## config.mk

```make
export PLATFORM = sky130hd
export DESIGN_NAME = hdlc_nrzi_pulse_encoder_unit
export DESIGN_NICKNAME = d
export VERILOG_FILES = /design/src/hpe_pkg.sv /design/src/hpe_front.sv /design/src/hpe_queue.sv /design/src/hpe_back.sv /design/src/hdlc_nrzi_pulse_encoder_unit.sv
export SDC_FILE = /design/constraint.sdc
export NUM_CORES = 1
export LEC_CHECK = 0
export ABC_AREA = 1
export BUFFER_PORTS_ARGS = -buffer_cell sky130_fd_sc_hd__clkbuf_2
export CAP_MARGIN = 15
export CORE_ASPECT_RATIO = 0.9
export CORE_MARGIN = 3
export CORE_UTILIZATION = 50
export CTS_CLUSTER_DIAMETER = 80
export DETAILED_ROUTE_END_ITERATION = 16
export MAX_ROUTING_LAYER = met4
export PLACE_DENSITY = 0.74
export SYNTH_ARGS = -nofsm -noshare
export SYNTH_HDL_FRONTEND = slang
export SYNTH_SLANG_ARGS = --single-unit
```

## constraint.sdc

```tcl
create_clock -name clk -period 14.6 [get_ports clk]
set_input_delay 2.19 -clock clk [delete_from_list [all_inputs] [get_ports clk]]
set_output_delay 2.19 -clock clk [all_outputs]
set_load 0.02 [all_outputs]
```

## src/hpe_pkg.sv

```systemverilog
package hpe_pkg;

  typedef enum logic [1:0] {
    OP_OPEN  = 2'd0,
    OP_DATA  = 2'd1,
    OP_FLAG  = 2'd2,
    OP_CLOSE = 2'd3
  } op_t;

  localparam logic [7:0]  FLAG_BYTE       = 8'h7e;
  localparam logic [2:0]  STUFF_LIMIT     = 3'd6;
  localparam logic [12:0] BIT_TICKS_RESET = 13'd409;
  localparam logic [14:0] DURATION_MAX    = 15'h7fff;
  localparam int          QUEUE_DEPTH     = 2;
  localparam int          MAX_PULSES      = 8;

  typedef struct packed {
    logic [2:0] run;
    logic       lvl;
  } pulse_t;

  // One accepted item: its pulses in order and the index of the final one
  typedef struct packed {
    pulse_t [MAX_PULSES-1:0] pulses;
    logic [2:0]              last_idx;
  } entry_t;

endpackage

```

## src/hpe_front.sv

```systemverilog
module hpe_front (
  input  logic            clk,
  input  logic            rst,
  input  logic            s_tvalid,
  output logic            s_tready,
  input  logic [7:0]      s_tdata,
  input  logic [1:0]      s_tuser,
  input  logic            q_ready,
  output logic            q_valid,
  output hpe_pkg::entry_t q_entry
);
  import hpe_pkg::*;

  logic [2:0] run_length;
  logic       line_level;
  logic [2:0] run_next;
  logic       level_next;
  logic [7:0] byte_v;
  logic       stuff;
  logic [3:0] n;
  logic       accept;

  assign s_tready = q_ready;
  assign accept   = s_tvalid && q_ready;

  always_comb begin
    run_next   = run_length;
    level_next = line_level;
    byte_v     = FLAG_BYTE;
    stuff      = 1'b0;
    n          = '0;
    q_entry    = '0;
    case (op_t'(s_tuser))
      OP_OPEN: begin
        run_next   = 3'd1;
        level_next = 1'b1;
      end
      OP_DATA: begin
        byte_v = s_tdata;
        stuff  = 1'b1;
      end
      default: ;
    endcase
    for (int k = 0; k < 8; k++) begin
      if (byte_v[k]) begin
        run_next = run_next + 3'd1;
      end
      if (!byte_v[k] || (stuff && run_next >= STUFF_LIMIT)) begin
        q_entry.pulses[n[2:0]] = '{run: run_next, lvl: level_next};
        n          = n + 4'd1;
        run_next   = 3'd1;
        level_next = ~level_next;
      end
    end
    if (op_t'(s_tuser) == OP_CLOSE) begin
      // end mark: zero duration at level 0
      q_entry.pulses[n[2:0]] = '{run: 3'd0, lvl: 1'b0};
      n = n + 4'd1;
    end
    q_entry.last_idx = 3'(n - 4'd1);
    q_valid = s_tvalid && (n != 4'd0);
  end

  always_ff @(posedge clk) begin
    if (rst) begin
      run_length <= 3'd1;
      line_level <= 1'b1;
    end else if (accept) begin
      run_length <= run_next;
      line_level <= level_next;
    end
  end

endmodule

```

## src/hpe_queue.sv

```systemverilog
module hpe_queue #(
  parameter int DEPTH = hpe_pkg::QUEUE_DEPTH
) (
  input  logic            clk,
  input  logic            rst,
  input  logic            wr_valid,
  output logic            wr_ready,
  input  hpe_pkg::entry_t wr_entry,
  output logic            rd_valid,
  input  logic            rd_pop,
  output hpe_pkg::entry_t rd_entry
);
  import hpe_pkg::*;

  localparam int AW = (DEPTH > 1) ? $clog2(DEPTH) : 1;
  localparam int CW = $clog2(DEPTH + 1);

  entry_t         mem [DEPTH];
  logic [AW-1:0]  wr_ptr;
  logic [AW-1:0]  rd_ptr;
  logic [CW-1:0]  count;
  logic           push;
  logic           pop;

  assign wr_ready = (count != CW'(DEPTH));
  assign rd_valid = (count != '0);
  assign rd_entry = mem[rd_ptr];
  assign push     = wr_valid && wr_ready;
  assign pop      = rd_pop && rd_valid;

  always_ff @(posedge clk) begin
    if (push) begin
      mem[wr_ptr] <= wr_entry;
    end
  end

  always_ff @(posedge clk) begin
    if (rst) begin
      wr_ptr <= '0;
      rd_ptr <= '0;
      count  <= '0;
    end else begin
      if (push) begin
        wr_ptr <= (wr_ptr == AW'(DEPTH - 1)) ? '0 : wr_ptr + AW'(1);
      end
      if (pop) begin
        rd_ptr <= (rd_ptr == AW'(DEPTH - 1)) ? '0 : rd_ptr + AW'(1);
      end
      if (push && !pop) begin
        count <= count + CW'(1);
      end else if (pop && !push) begin
        count <= count - CW'(1);
      end
    end
  end

endmodule

```

## src/hpe_back.sv

```systemverilog
module hpe_back (
  input  logic            clk,
  input  logic            rst,
  input  logic            cfg_valid,
  output logic            cfg_ready,
  input  logic [12:0]     cfg_data,
  input  logic            q_valid,
  output logic            q_pop,
  input  hpe_pkg::entry_t q_entry,
  output logic            m_tvalid,
  input  logic            m_tready,
  output logic [15:0]     m_tdata,
  output logic            m_tlast
);
  import hpe_pkg::*;

  logic [12:0] bit_ticks;
  logic [2:0]  idx;
  logic [14:0] duration;
  logic        level;
  logic        load;
  pulse_t      cur;
  logic [15:0] prod;
  logic        at_last;

  assign cfg_ready = 1'b1;
  assign load      = q_valid && (!m_tvalid || m_tready);
  assign cur       = q_entry.pulses[idx];
  assign prod      = 16'(cur.run) * 16'(bit_ticks);
  assign at_last   = (idx == q_entry.last_idx);
  assign q_pop     = load && at_last;
  assign m_tdata   = {level, duration};

  always_ff @(posedge clk) begin
    if (rst) begin
      bit_ticks <= BIT_TICKS_RESET;
      idx       <= '0;
      m_tvalid  <= 1'b0;
    end else begin
      if (cfg_valid) begin
        bit_ticks <= cfg_data;
      end
      if (load) begin
        idx      <= at_last ? 3'd0 : idx + 3'd1;
        m_tvalid <= 1'b1;
      end else if (m_tready) begin
        m_tvalid <= 1'b0;
      end
    end
  end

  always_ff @(posedge clk) begin
    if (load) begin
      duration <= prod[15] ? DURATION_MAX : prod[14:0];
      level    <= cur.lvl;
      m_tlast  <= at_last;
    end
  end

endmodule

```

## src/hdlc_nrzi_pulse_encoder_unit.sv

```systemverilog
// Channel | Dir | tdata / data            | tuser     | tlast
// s_      | in  | [7:0] data_byte         | operation | -
// m_      | out | [14:0] duration,[15] lvl| -         | last pulse of item
// cfg_    | in  | [12:0] bit_ticks        | -         | -
//
// An item is classified in the cycle it is accepted; its pulses are queued and
// leave one per cycle while the output is not stalled (1 to 8 per data byte).
// The input takes one item per cycle while the queue has room.
// rst is synchronous; it restores run 1, level 1 and bit_ticks 409.
// Either side may stall independently; the queue decouples them.
module hdlc_nrzi_pulse_encoder_unit #(
  parameter int QUEUE_DEPTH = hpe_pkg::QUEUE_DEPTH
) (
  input  logic        clk,
  input  logic        rst,
  input  logic        s_tvalid,
  output logic        s_tready,
  input  logic [7:0]  s_tdata,   // [7:0] data_byte
  input  logic [1:0]  s_tuser,   // [1:0] operation
  output logic        m_tvalid,
  input  logic        m_tready,
  output logic [15:0] m_tdata,   // [14:0] duration, [15] level
  output logic        m_tlast,
  input  logic        cfg_valid,
  output logic        cfg_ready,
  input  logic [12:0] cfg_data
);
  import hpe_pkg::*;

  logic   fq_valid;
  logic   fq_ready;
  entry_t fq_entry;
  logic   bq_valid;
  logic   bq_pop;
  entry_t bq_entry;

  hpe_front u_front (
    .clk      (clk),
    .rst      (rst),
    .s_tvalid (s_tvalid),
    .s_tready (s_tready),
    .s_tdata  (s_tdata),
    .s_tuser  (s_tuser),
    .q_ready  (fq_ready),
    .q_valid  (fq_valid),
    .q_entry  (fq_entry)
  );

  hpe_queue #(
    .DEPTH (QUEUE_DEPTH)
  ) u_queue (
    .clk      (clk),
    .rst      (rst),
    .wr_valid (fq_valid),
    .wr_ready (fq_ready),
    .wr_entry (fq_entry),
    .rd_valid (bq_valid),
    .rd_pop   (bq_pop),
    .rd_entry (bq_entry)
  );

  hpe_back u_back (
    .clk       (clk),
    .rst       (rst),
    .cfg_valid (cfg_valid),
    .cfg_ready (cfg_ready),
    .cfg_data  (cfg_data),
    .q_valid   (bq_valid),
    .q_pop     (bq_pop),
    .q_entry   (bq_entry),
    .m_tvalid  (m_tvalid),
    .m_tready  (m_tready),
    .m_tdata   (m_tdata),
    .m_tlast   (m_tlast)
  );

endmodule
```

# Word-level counts from Yosys, hierarchy flattened
# Memories as Yosys holds them, arrays and structs flattened. A register that Yosys moved wholly into a read port is not among the register bits.
# Cells that the tools add are included.
# op_classes
n_addsub	22
mul	1
order_cmp	25
n_eq_ne	4
mux	82
n_bitwise	10
n_reduce_logical	49
# op_table
op	count
two-way mux 32 bit	8
bitwise mux 32 bit	7
demux 4 bit (select 3 bit)	8
two-way mux 4 bit	18
two-way mux 3 bit	18
AND 32 bit	1
< comparator 3 x 4 -> 1 bit (second input constant)	8
NOT 32 bit	1
adder 4 x 1 -> 4 bit (second input constant)	7
adder 3 x 1 -> 3 bit (second input constant)	9
>= comparator 3 bit (second input constant)	8
logical AND 1 bit	24
>= comparator 3 x 1 -> 1 bit (second input constant)	7
two-way mux 1 bit	19
multiplier 3 x 13 -> 16 bit	1
binary-select mux 4 bit (select 3 bit)	1
zero test 1 bit	11
logical OR 1 bit	9
two-way mux 8 bit	1
NOT 1 bit	8
nonzero test 2 bit	3
< comparator 1 x 4 -> 1 bit (second input constant)	1
two-way mux 2 bit	2
nonzero test 4 bit	1
11 further kinds	12
# word_totals
register_bits	42
ram_bits	70
input_bits	28
elab_cells	205
mem_count	1
# mem_list
memory	words	word_bits	rd	rd_ports_with_merged_regs	wr	line_no	source
u_queue.mem	2	35	1	1	1	hpe_queue.sv:18	entry_t mem [DEPTH];

# Longest topological paths before layout
# Gate-level depths: netlist (run 1).
# depth
ltp_word	59
mapped_depth	86
ltp_nobuf	86

# Cells and area by module
# From an unflattened synthesis (run 1), not the netlist that was laid out.
# unflattened
hier_cells	1238
area_unflattened_um2	9718.1
# by_module_without_submodules
mod	instances	cells_per_inst	area_per_inst_um2	seq_area_each_um2
hpe_front	1	675	3769.9	80.1
hpe_back	1	417	3029.2	850.8
hpe_queue	1	146	2919.0	2202.1

# Least setup slack after synthesis (run 1)
# Ideal clock, no wire load.
# synth_path
path_kind	input to register
start	in s_tuser[1]
end	mem u_queue.mem[0][0] (netlist bit) (enable)
arrival_ns	12.311
required_time_ns	14.129
slack_ns	1.818
path_stages	73
path_buffers	0
cell_sequence	nor2_1 > or2_2 > ha_1 > inv_1 > nand2_1 > nand2_1 > inv_1 > nand2_1 > nand3_1 > ha_1 > nand2_1 > nand2_1 > nand3_2 > inv_2 > nor2_4 > inv_1 > nor2_1 > ha_1 > [37 not listed] > nor2_1 > ha_1 > nand2_1 > inv_1 > nand4_1 > nand2_2 > inv_2 > nand2_2 > nand2_4 > nand2_1 > nand2_1 > inv_1 > ha_1 > o21ai_0 > ha_1 > nand2_2 > nor2_2 > nor3_1
# synth_between
elab_chain_cells	57
# synth_rtl
item	line_no	source
start, declared	hdlc_nrzi_pulse_encoder_unit.sv:19	input logic [1:0] s_tuser,
zero test 2 bit	hpe_front.sv:33	case (op_t'(s_tuser))
two-way mux 3 bit	hpe_front.sv:33	
adder 3 x 1 -> 3 bit	hpe_front.sv:46	run_next = run_next + 3'd1;
two-way mux 3 bit	hpe_front.sv:45	if (byte_v[k]) begin
>= comparator 3 bit	hpe_front.sv:48	if (!byte_v[k] || (stuff && run_next >= STUFF_LIMIT)) begin
logical AND 1 bit	hpe_front.sv:48	
logical OR 1 bit	hpe_front.sv:48	
two-way mux 3 bit	hpe_front.sv:48	
[41 not listed]	-	
two-way mux 4 bit	hpe_front.sv:48	
adder 4 x 1 -> 4 bit	hpe_front.sv:58	n = n + 4'd1;
two-way mux 4 bit (*)	hpe_front.sv:55	if (op_t'(s_tuser) == OP_CLOSE) begin
nonzero test 4 bit (*)	hpe_front.sv:61	q_valid = s_tvalid && (n != 4'd0);
logical AND 1 bit (*)	hpe_front.sv:61	
logical AND 1 bit (*)	hpe_queue.sv:28	assign push = wr_valid && wr_ready;
two-way mux 1 bit (*)	hpe_queue.sv:32	if (push) begin
two-way mux 1 bit (implied by the code) (*)	hpe_queue.sv:33	mem[wr_ptr] <= wr_entry;
end, declared	hpe_queue.sv:18	
# Mark *: on every way between the ends. The rest lies on a longest branch, timed or not.

# Worst setup path after layout (run 1)
# layout_path
start	in s_tuser[0]
end	mem u_queue.mem[1][23] (netlist bit) (enable)
# The elaborated chain is that of the path after synthesis.

==> results of run 1 <==
## critical path: cells and delay by family
kind                     cells  cell delay, ns
AO/OA/AOI/OAI                3            0.51
adder cells (fa/ha/maj)     10            2.20
AND/OR/NAND/NOR             47            5.15
buffers and inverters       17            2.33
## sequential cells by signal, indices dropped and copies added, names as in the netlist, named ones only
name / count
u_front.line_level: 1
u_back.idx: 3
u_queue.count: 2
u_back.m_tlast: 1
u_back.bit_ticks: 13
u_queue.rd_ptr: 1
u_queue.mem: 70
u_queue.wr_ptr: 1
u_front.run_length: 3
u_back.duration: 15
u_back.level: 1
u_back.m_tvalid: 1
## per-stage QoR
stage | util | total power (W) | hold WS, ns | instances | setup WS, ns
6_report | 0.5776 | 0.002050 | 0.4709 | 1445 | 2.312
3_5_place_dp | 0.5429 | 0.001637 | 0.4680 | 1413 | 1.951
5_1_grt | 0.5776 | 0.002229 | 0.4902 | 1445 | 1.189
3_3_place_gp | 0.5429 | 0.001623 | 0.4556 | 1413 | 2.299
2_1_floorplan | - | 0.001376 | 0.4436 | 1148 | 1.818
4_1_cts | 0.5776 | 0.002052 | 0.4761 | 1445 | 2.338
## cells by family after synthesis
logic type,count (synthesis)
simple gates,471
flops,113
compound gates,254
buf+inv,202
other cells,1
fa+ha+maj,49
mux,31
xor+xnor,27
## power by group
group	switching (W)	internal [W]	total, W
clock network	0.000150	0.000249	0.000399
registers	0.0000514	0.000514	0.000565
logic	0.000721	0.000365	0.00109
total	0.000923	0.00113	0.00205
## Yosys cell counts (4+ instances only)
master    count  area share
nor3_1        5      0.0028
mux2i_1      30       0.034
edfxtp_1     87        0.30
ha_1         37       0.053
a31oi_1       4      0.0028
nor2_2        6      0.0043
clkbuf_1     14      0.0060
o22ai_1       4      0.0028
nand2_1     242        0.10
or2_2         5      0.0036
o21a_1        4      0.0034
nor2_1      104       0.044
a21oi_1      61       0.035
xnor2_1       6      0.0060
nand4_1      16       0.011
nand2_4       8       0.010
o211ai_1     39       0.033
clkinv_1      7      0.0030
xor2_1       21       0.021
inv_2        16      0.0068
inv_1       158       0.068
nand3_2       9       0.010
nor2_4        4      0.0051
o21ai_1       9      0.0051
o21ai_0     116       0.066
o221ai_1      6      0.0060
nand2_2      24       0.017
dfxtp_1      26       0.059
nand3_1      42       0.024
fa_1         12       0.027
## how the worst max path moves through the flow
stage	from	to	slack, ns	depth (start not counted)
finish	s_tuser[0]	u_queue.mem[1][23]$_DFFE_PP_	2.31	77
global route	s_tuser[0]	u_queue.mem[1][29]$_DFFE_PP_	1.19	78
CTS	s_tuser[0]	u_queue.mem[1][23]$_DFFE_PP_	2.34	80
detailed placement	s_tuser[0]	u_queue.mem[1][25]$_DFFE_PP_	1.95	77
global placement	s_tuser[0]	u_queue.mem[1][24]$_DFFE_PP_	2.30	75
floorplan	s_tuser[1]	u_queue.mem[0][0]$_DFFE_PP_	1.82	73
## layer usage
layer | global-route usage | up-vias | part of all wire
met5 | - | - | 0
met4 | 0.08122 | 0 | 0.024
met3 | 0.03644 | 35 | 0.058
met2 | 0.3991 | 262 | 0.48
met1 | 0.3216 | 3594 | 0.44
li1 | - | 3958 | -
## cell type report
type                            instances  area [µm²]
Inverter                              183       691.9
Timing Repair Buffer                   49       252.7
Clock inverter                         12       91.34
Multi-Input combinational cell        833        4890
Tap cell                              235       294.0
Sequential cell                       113        3134
Fill cell                            1572        7206
Clock buffer                           20       500.5
==> metrics.yaml, run 1 <==
outcome: "complete, no violations"
synthXorXnorAreaFrac: 0.02692
synth_compound_area_frac: 0.1682
required_ns: 14.71
via_count: 7849
rrSetupSlack_ns: 4.01
post-route-drc-count: 0
firstDrtPassIters: 8
ys.warnings.count: 0
final_cell_mix: "nand2_1 (242), inv_1 (158), o21ai_0 (116)"
reg2reg_from: "u_front.run_length[0]$_SDFFE_PP1P_"
area_delta_synth_final_pct: 12.16
fin_skew_ns: 0.009807
io_buffers: 46
drive_above_1_share: 0.1380
ant_nets: 0
routabilityCongestion: 0.9801
rsz0062_at_grt: "no"
drt-total-wl_um: 22820
synth_mux_area_frac: 0.03546
ir_worst_vdd_mv: 0.1084
die_y_um: 131.8
post_cts_buffers: 0
via_per_inst: 5.432
drtIter0Drc: 789
slew_viol_final: 0
core_um2: 17060
synth_seq_area_share: 0.3566
setup_tns_ns: 0
regToRegEndpoint: "u_queue.mem[1][23]$_DFFE_PP_"
dieArea_um2: 19200
io-pin-count: 48
max-clock-path-buffers: 2
start_kind: "input port"
diodes: 0
cts-root-buf: "clkbuf_16"
path_clk_slew_ns: 0.06
grt_max_degree: 52
post_drt_wl_per_cell_um: 15.79
cp_max_fo: 24
crit_type: "in -> reg"
antenna_found_initial: 0
min_period_ns: 12.29
clkLatencyLatePin_ns: 0.41
synth_edf_count: 87
rows: 45
max_freq_mhz: 81.38
cp_data_arrival_time_ns: 12.40
synthArstFlopShare: 0
numCtsBuffers: 17
grt_pass1_wl_um: 37430
avgSynthCellArea_um2: 7.653
initial_core_util: 0.5150
netlist_instances: 1148
ys_ff_latch: 113
fin_crit_sh: 0.8416
grt_overflow: 0
synth_top_family_by_area: "simple AND/OR/NAND/NOR gates"
cts_tree: "built"
grt_util_all_layers: 0.2470
nets: 1274
syn_area_um2: 8786
hold_end: "u_front.run_length[2]$_SDFFE_PP0P_"
htree_num_levels: 4
synth.distinct_cells: 48
max_stage_delay_ns: 0.67
crit_path_end_kind: "register"
numClockSinks: 113
worst_slew_pin_slew_ns: 1.093
synth_top_flop_cell: "edfxtp_1"
postPlaceCellArea_um2: 9263
power_density_nw_per_um2: 208.0
hold_viol: 0
stdcell_area_um2: 9854
rr_worst_depth: 75
slew_headroom: 0.2711
maxCapViolCount: 0
finalSetupViolCount: 0
cts_resized: 0
grt_pass1_vias: 7401
hold_class: "reg -> reg"
synth-adder-area-share: 0.08003
p_leak_nw: 4.380
cp_common_cell: "nand2_1"
post-dp-hpwl_um: 17610
synth_simple_gate_area_frac: 0.2445
hold_path.startpoint: "u_front.run_length[2]$_SDFFE_PP0P_"
hold_depth: 2
final_common_cell: "nand2_1"
fp.dieW_um: 145.7
syn-num-nets: 1225
crit_slowest_cell: "inv_1"
postCtsHoldBufs: 0
(Power assumes the default switching activity.)
==> run 2, diff against run 1 <==
--- a/config.mk
+++ b/config.mk
@@ -14,7 +14,7 @@
 export CTS_CLUSTER_DIAMETER = 80
 export DETAILED_ROUTE_END_ITERATION = 16
 export MAX_ROUTING_LAYER = met4
-export PLACE_DENSITY = 0.74
+export PLACE_DENSITY = 0.77
 export SYNTH_ARGS = -nofsm -noshare
 export SYNTH_HDL_FRONTEND = slang
 export SYNTH_SLANG_ARGS = --single-unit
==> constraint.sdc (replaced) <==
create_clock -name clk -period 10.65 [get_ports clk]
set_input_delay 1.5975 -clock clk [delete_from_list [all_inputs] [get_ports clk]]
set_output_delay 1.5975 -clock clk [all_outputs]
set_load 0.02 [all_outputs]
==> metrics.yaml, run 2 (same netlist as run 1, synthesis figures left out) <==
regToRegEndpoint: "u_queue.mem[0][9]$_DFFE_PP_"
top_regs: "u_queue.mem (70), u_back.duration (15), u_back.bit_ticks (13)"
min_period_ns: 9.920
p_leak_nw: 4.576
fp.dieW_um: 145.7
htree_num_levels: 4
numClockSinks: 113
post-route-drc-count: 0
io-pin-count: 48
cp_common_cell: "nand2_1"
via_per_inst: 5.420
final_common_cell: "nand2_1"
fillers: 1511
maxCapViolCount: 0
max-clock-path-buffers: 2
routabilityCongestion: 1.015
fin_util: 0.5986
place_inst: 1433
grt_overflow: 0
hold_end: "u_front.run_length[1]$_SDFFE_PP0P_"
outcome: "complete, no violations"
final-instance-count-excl-fill: 1485
via_count: 8048
hold_viol: 0
clkLatencyLatePin_ns: 0.41
multi_input_area_um2: 4982
start_kind: "input port"
place_ws_ns: -0.3240
area_delta_synth_final_pct: 16.23
drtIter0Drc: 679
ir_worst_vdd_mv: 0.1576
cts-root-buf: "clkbuf_16"
firstDrtPassIters: 6
fin_crit_sh: 0.9314
slew_headroom: 0.2876
path_buf_inv: 15
diodes: 0
hold_class: "reg -> reg"
slew_viol_final: 0
crit_path_end_kind: "register"
setup_slack_ns: 0.7302
ant_nets: 0
cts_tree: "built"
hold_depth: 2
dieArea_um2: 19200
crit_cells: 71
post-dp-hpwl_um: 17190
io_buffers: 46
power_density_nw_per_um2: 281.3
grt_pass1_wl_um: 36940
drt-total-wl_um: 22810
cp_data_arrival_time_ns: 9.99
drive_above_1_share: 0.1784
worst_slew_pin_slew_ns: 1.069
crit_type: "in -> reg"
initial_core_util: 0.5150
grt_pass1_vias: 7458
required_ns: 10.72
antenna_found_initial: 0
postCtsHoldBufs: 0
grt_util_all_layers: 0.2417
rows: 45
rrSetupSlack_ns: 1.76
seq_area_um2: 3134
rr_worst_depth: 69
grt_max_degree: 52
max_flop_register: "u_queue.mem"
max_stage_delay_ns: 0.32
critical_path.top_delay_family: "simple AND/OR/NAND/NOR gates"
numCtsBuffers: 17
path_clk_slew_ns: 0.06
crit_slowest_cell: "or2_2"
largest_reg_flops: 70
crit_start: "s_tuser[1]"
cp_max_fo: 35
die_y_um: 131.8
reg2reg_from: "u_front.run_length[0]$_SDFFE_PP1P_"
hold_path.startpoint: "u_front.run_length[1]$_SDFFE_PP0P_"
finalHoldWorstSlack_ns: 0.4718
fin_skew_ns: 0.01564
post_drt_wl_per_cell_um: 15.36
power_w: 0.002873
finalSetupViolCount: 0
final_cell_mix: "nand2_1 (234), inv_1 (157), o21ai_0 (113)"
max_freq_mhz: 100.8
core_um2: 17060
nets: 1314
[run 2: cell types whose count changed in the layout (fill, tap and decap cells not counted), sizes merged]
cell,previous run,this run
buf,3,44
clkinv,12,13
clkbuf,66,65
clkinvlp,1,0
[run 2: area by class of cell]
| class | instances | share of cell area |
|---|---|---|
| multi-input cells | 833 | 0.4879 |
| flip-flops and latches | 113 | 0.3069 |
| inverters | 183 | 0.06800 |
| repair buffers | 89 | 0.05489 |
| clock buffers | 20 | 0.04582 |
| well taps | 235 | 0.02879 |
| clock inverters | 12 | 0.007719 |
[run 2: through the flow]
| stage | area, µm² | TNS, ns |
|---|---|---|
| finish | 10210 | 0 |
| global route | 10210 | -2.995 |
| CTS | 9966 | 0 |
| detailed placement | 9419 | -7.174 |
| global placement | 9419 | 0 |
| floorplan | 8797 | 0 |
[run 2: repair_timing]
action	4_1_cts	5_1_grt
hold endpoints to repair	0	0
resized for setup	0	27
endpoints found under the setup margin	0	75
setup buffers	0	20
[run 2: worst reg2reg max path, delay by kind of cell (launching register included)]
kind	cells	cell delay, ns
compound gates	3	0.36
flops	1	0.32
fa+ha+maj	10	2.47
buf+inv	14	1.33
simple gates	42	4.02
[run 2: how the worst max path moves through the flow]
stage	end
3_3_place_gp	u_queue.count[1]$_SDFFE_PP0P_
2_1_floorplan	u_queue.mem[0][0]$_DFFE_PP_
5_1_grt	u_queue.mem[0][18]$_DFFE_PP_
3_5_place_dp	u_queue.count[1]$_SDFFE_PP0P_
6_report	u_queue.mem[0][9]$_DFFE_PP_
4_1_cts	u_queue.count[1]$_SDFFE_PP0P_
[run 2: power by group]
part / switching [W] / leakage [nW] / internal [W] / total (W)
Combinational: 0.00102 / 3.25 / 0.000563 / 0.00159
Clock: 0.000196 / 0.281 / 0.000317 / 0.000512
Sequential: 0.0000703 / 1.05 / 0.000704 / 0.000774
[run 2: per-layer routing]
metal  global-route usage  part of all wire  up-vias
met3              0.03884             0.054       62
met5                    -                 0        -
met1               0.3217              0.46     3646
li1                     -                 -     4030
met2               0.3723              0.46      310
met4              0.09494             0.031        0
==> run 3, diff against run 2 <==
--- a/config.mk
+++ b/config.mk
@@ -5,7 +5,7 @@
 export SDC_FILE = /design/constraint.sdc
 export NUM_CORES = 1
 export LEC_CHECK = 0
-export ABC_AREA = 1
+export ABC_AREA = 0
 export BUFFER_PORTS_ARGS = -buffer_cell sky130_fd_sc_hd__clkbuf_2
 export CAP_MARGIN = 15
 export CORE_ASPECT_RATIO = 0.9
==> metrics.yaml, run 3 <==
final_cell_mix: "buf_4 (118), nand2_1 (117), edfxtp_1 (87)"
required_ns: 10.99
synth_seq_area_share: 0.3313
largest_reg_flops: 70
synth.distinct_cells: 101
synth_top_family_by_area: "simple AND/OR/NAND/NOR gates"
path_clk_slew_ns: 0.05
numClockSinks: 113
area_delta_synth_final_pct: 27.20
maxCapViolCount: 0
cp_common_cell: "ha_4"
dieArea_um2: 20600
top_regs: "u_queue.mem (70), u_back.duration (15), u_back.bit_ticks (13)"
grt_util_all_layers: 0.2647
cp_data_arrival_time_ns: 11.11
die_y_um: 136.5
synthXorXnorAreaFrac: 0.05544
outcome: "finished, violations left"
start_kind: "input port"
clkLatencyLatePin_ns: 0.42
yosysMostFrequentCell: "nand2_1"
seqPwrFrac: 0.254
synth.top_cell.area_share: 0.2763
power_switching_w: 0.001215
ys_ff_latch: 113
synth.area.top_cells: "edfxtp_1 (28%), dfxtp_1 (5.5%), nand2_1 (5.3%), ha_1 (4.9%), mux4_2 (4.8%)"
stdcell_area_um2: 12030
hold_class: "reg -> reg"
yosys-top-cells-count: "nand2_1 (134), edfxtp_1 (87), nor2_1 (84)"
post-route-drc-count: 0
drt-total-wl_um: 27820
numCtsBuffers: 17
nets: 1230
slew_headroom: 0.2164
synth_compound_area_frac: 0.1859
synth-adder-area-share: 0.07542
max_stage_delay_ns: 0.39
io-pin-count: 48
drtIter0Drc: 920
cp_max_fo: 5
fin_crit_sh: 1.011
diodes: 0
fp.dieW_um: 151.0
synth_edf_count: 87
p_leak_nw: 4.694
setup_tns_ns: -5.552
power_w: 0.003046
max_freq_mhz: 92.85
final_common_cell: "buf_4"
pwr-share-clk: 0.201
crit_type: "in -> reg"
power_density_nw_per_um2: 253.3
max-clock-path-buffers: 2
rsz0062_at_grt: "yes"
violations: "negative setup slack"
ir_worst_vdd_mv: 0.1746
cts-root-buf: "clkbuf_16"
synth_top_flop_cell: "edfxtp_1"
setup_slack_ns: -0.1204
htree_num_levels: 4
finalHoldWorstSlack_ns: 0.4679
synth_simple_gate_area_frac: 0.2008
max_flop_register: "u_queue.mem"
via_count: 8721
initial_core_util: 0.5121
crit_slowest_cell: "or3_4"
synth_mux_area_frac: 0.1125
synthArstFlopShare: 0
ant_nets: 0
fillers: 1419
grt_max_degree: 36
grt_overflow: 0
via_per_inst: 6.181
io_buffers: 46
netlist_instances: 1006
p_int_w: 0.001832
drive_above_1_share: 0.3036
worst_slew_pin_slew_ns: 1.173
avgSynthCellArea_um2: 9.400
rows: 47
grt_pass1_wl_um: 41590
grt_pass1_vias: 8052
p_comb_frac: 0.544
finalSetupViolCount: 72
post_drt_wl_per_cell_um: 19.72
syn-num-nets: 1083
post-dp-hpwl_um: 19260
crit_path_end_kind: "register"
fin_skew_ns: 0.007913
core_um2: 18470
hold_viol: 0
yosysTopAreaCell: "edfxtp_1"
ys.warnings.count: 0
swShare: 0.3988
place_ws_ns: -0.4572
antenna_found_initial: 0
firstDrtPassIters: 6
slew_viol_final: 0
min_period_ns: 10.77
routabilityCongestion: 1.034
syn_area_um2: 9457
cts_tree: "built"
postPlaceCellArea_um2: 10940
run 3: cell types whose count changed after synthesis, sizes merged, moves of 30 or more:
| cell | before | now |
|---|---|---|
| inv | 176 | 42 |
| nand2 | 274 | 135 |
| nor2 | 115 | 84 |
| o211ai | 40 | 6 |
| o21ai | 127 | 57 |
| xnor2 | 6 | 36 |
run 3: final cells by class:
type	instances	area (µm²)	share of cell area
Sequential cell	113	3133	0.2605
Clock buffer	18	429.2	0.03568
Multi-Input combinational cell	807	6499	0.5403
Timing Repair Buffer	172	1285	0.1068
Inverter	42	162.7	0.01352
Tap cell	245	306.5	0.02548
Clock inverter	14	214.0	0.01779
run 3: cell families after synthesis:
logic type	Yosys count
AOI/OAI and AO/OA	249
xor gates and xnor gates	50
adders and majority gates	50
buffers and inverters	86
DFF	113
muxes	78
other	1
and+or+nand+nor	379
run 3: worst paths after layout:
path | start | slack [ns] | cells after the start | endpoint
setup / recovery | s_tuser[1] | -0.12 | 61 | u_queue.count[1]$_SDFFE_PP0P_
hold / removal | u_front.line_level$_SDFFE_PP1P_ | 0.47 | 1 | u_front.line_level$_SDFFE_PP1P_
setup reg to reg | u_front.run_length[0]$_SDFFE_PP1P_ | 0.78 | 59 | u_queue.count[1]$_SDFFE_PP0P_
hold reg to reg | u_front.line_level$_SDFFE_PP1P_ | 0.47 | 1 | u_front.line_level$_SDFFE_PP1P_
run 3: per-layer routing:
layer	wire length (µm)	vias to the layer above	GRT usage
li1	-	4019	-
met1	11300	4176	0.3552
met2	12870	457	0.4000
met3	2687	69	0.04867
met4	960	0	0.1027
met5	0	-	-
run 3: what timing repair did:
action                                  in CTS  in global routing
resized for setup                            0                 48
buffers inserted                             1                 16
cloned                                       0                  5
endpoints found under the setup margin       1                 87
pin swaps                                    4                 43
hold buffers                                 0                  0
run 3: power by group through the flow:
stage               logic, W  clock network (W)  registers (W)
floorplan            0.00103                  0       0.000796
global placement     0.00145                  0       0.000766
detailed placement   0.00149                  0       0.000774
CTS                  0.00153           0.000620       0.000770
global route         0.00179           0.000642       0.000786
finish               0.00166           0.000613       0.000775
run 3: worst max-delay path: cells and delay by family:
kind | cells | cell delay, ns
muxes | 2 | 0.43
AOI/OAI and AO/OA | 18 | 2.95
and+or+nand+nor | 26 | 3.47
xor gates and xnor gates | 1 | 0.15
adders and majority gates | 10 | 1.98
buffers and inverters | 4 | 0.48
run 3: per-stage QoR:
stage	utilization	std cells
global route	0.6514	1411
floorplan	-	1006
CTS	0.6277	1390
finish	0.6514	1411
global placement	0.5924	1357
detailed placement	0.5924	1357
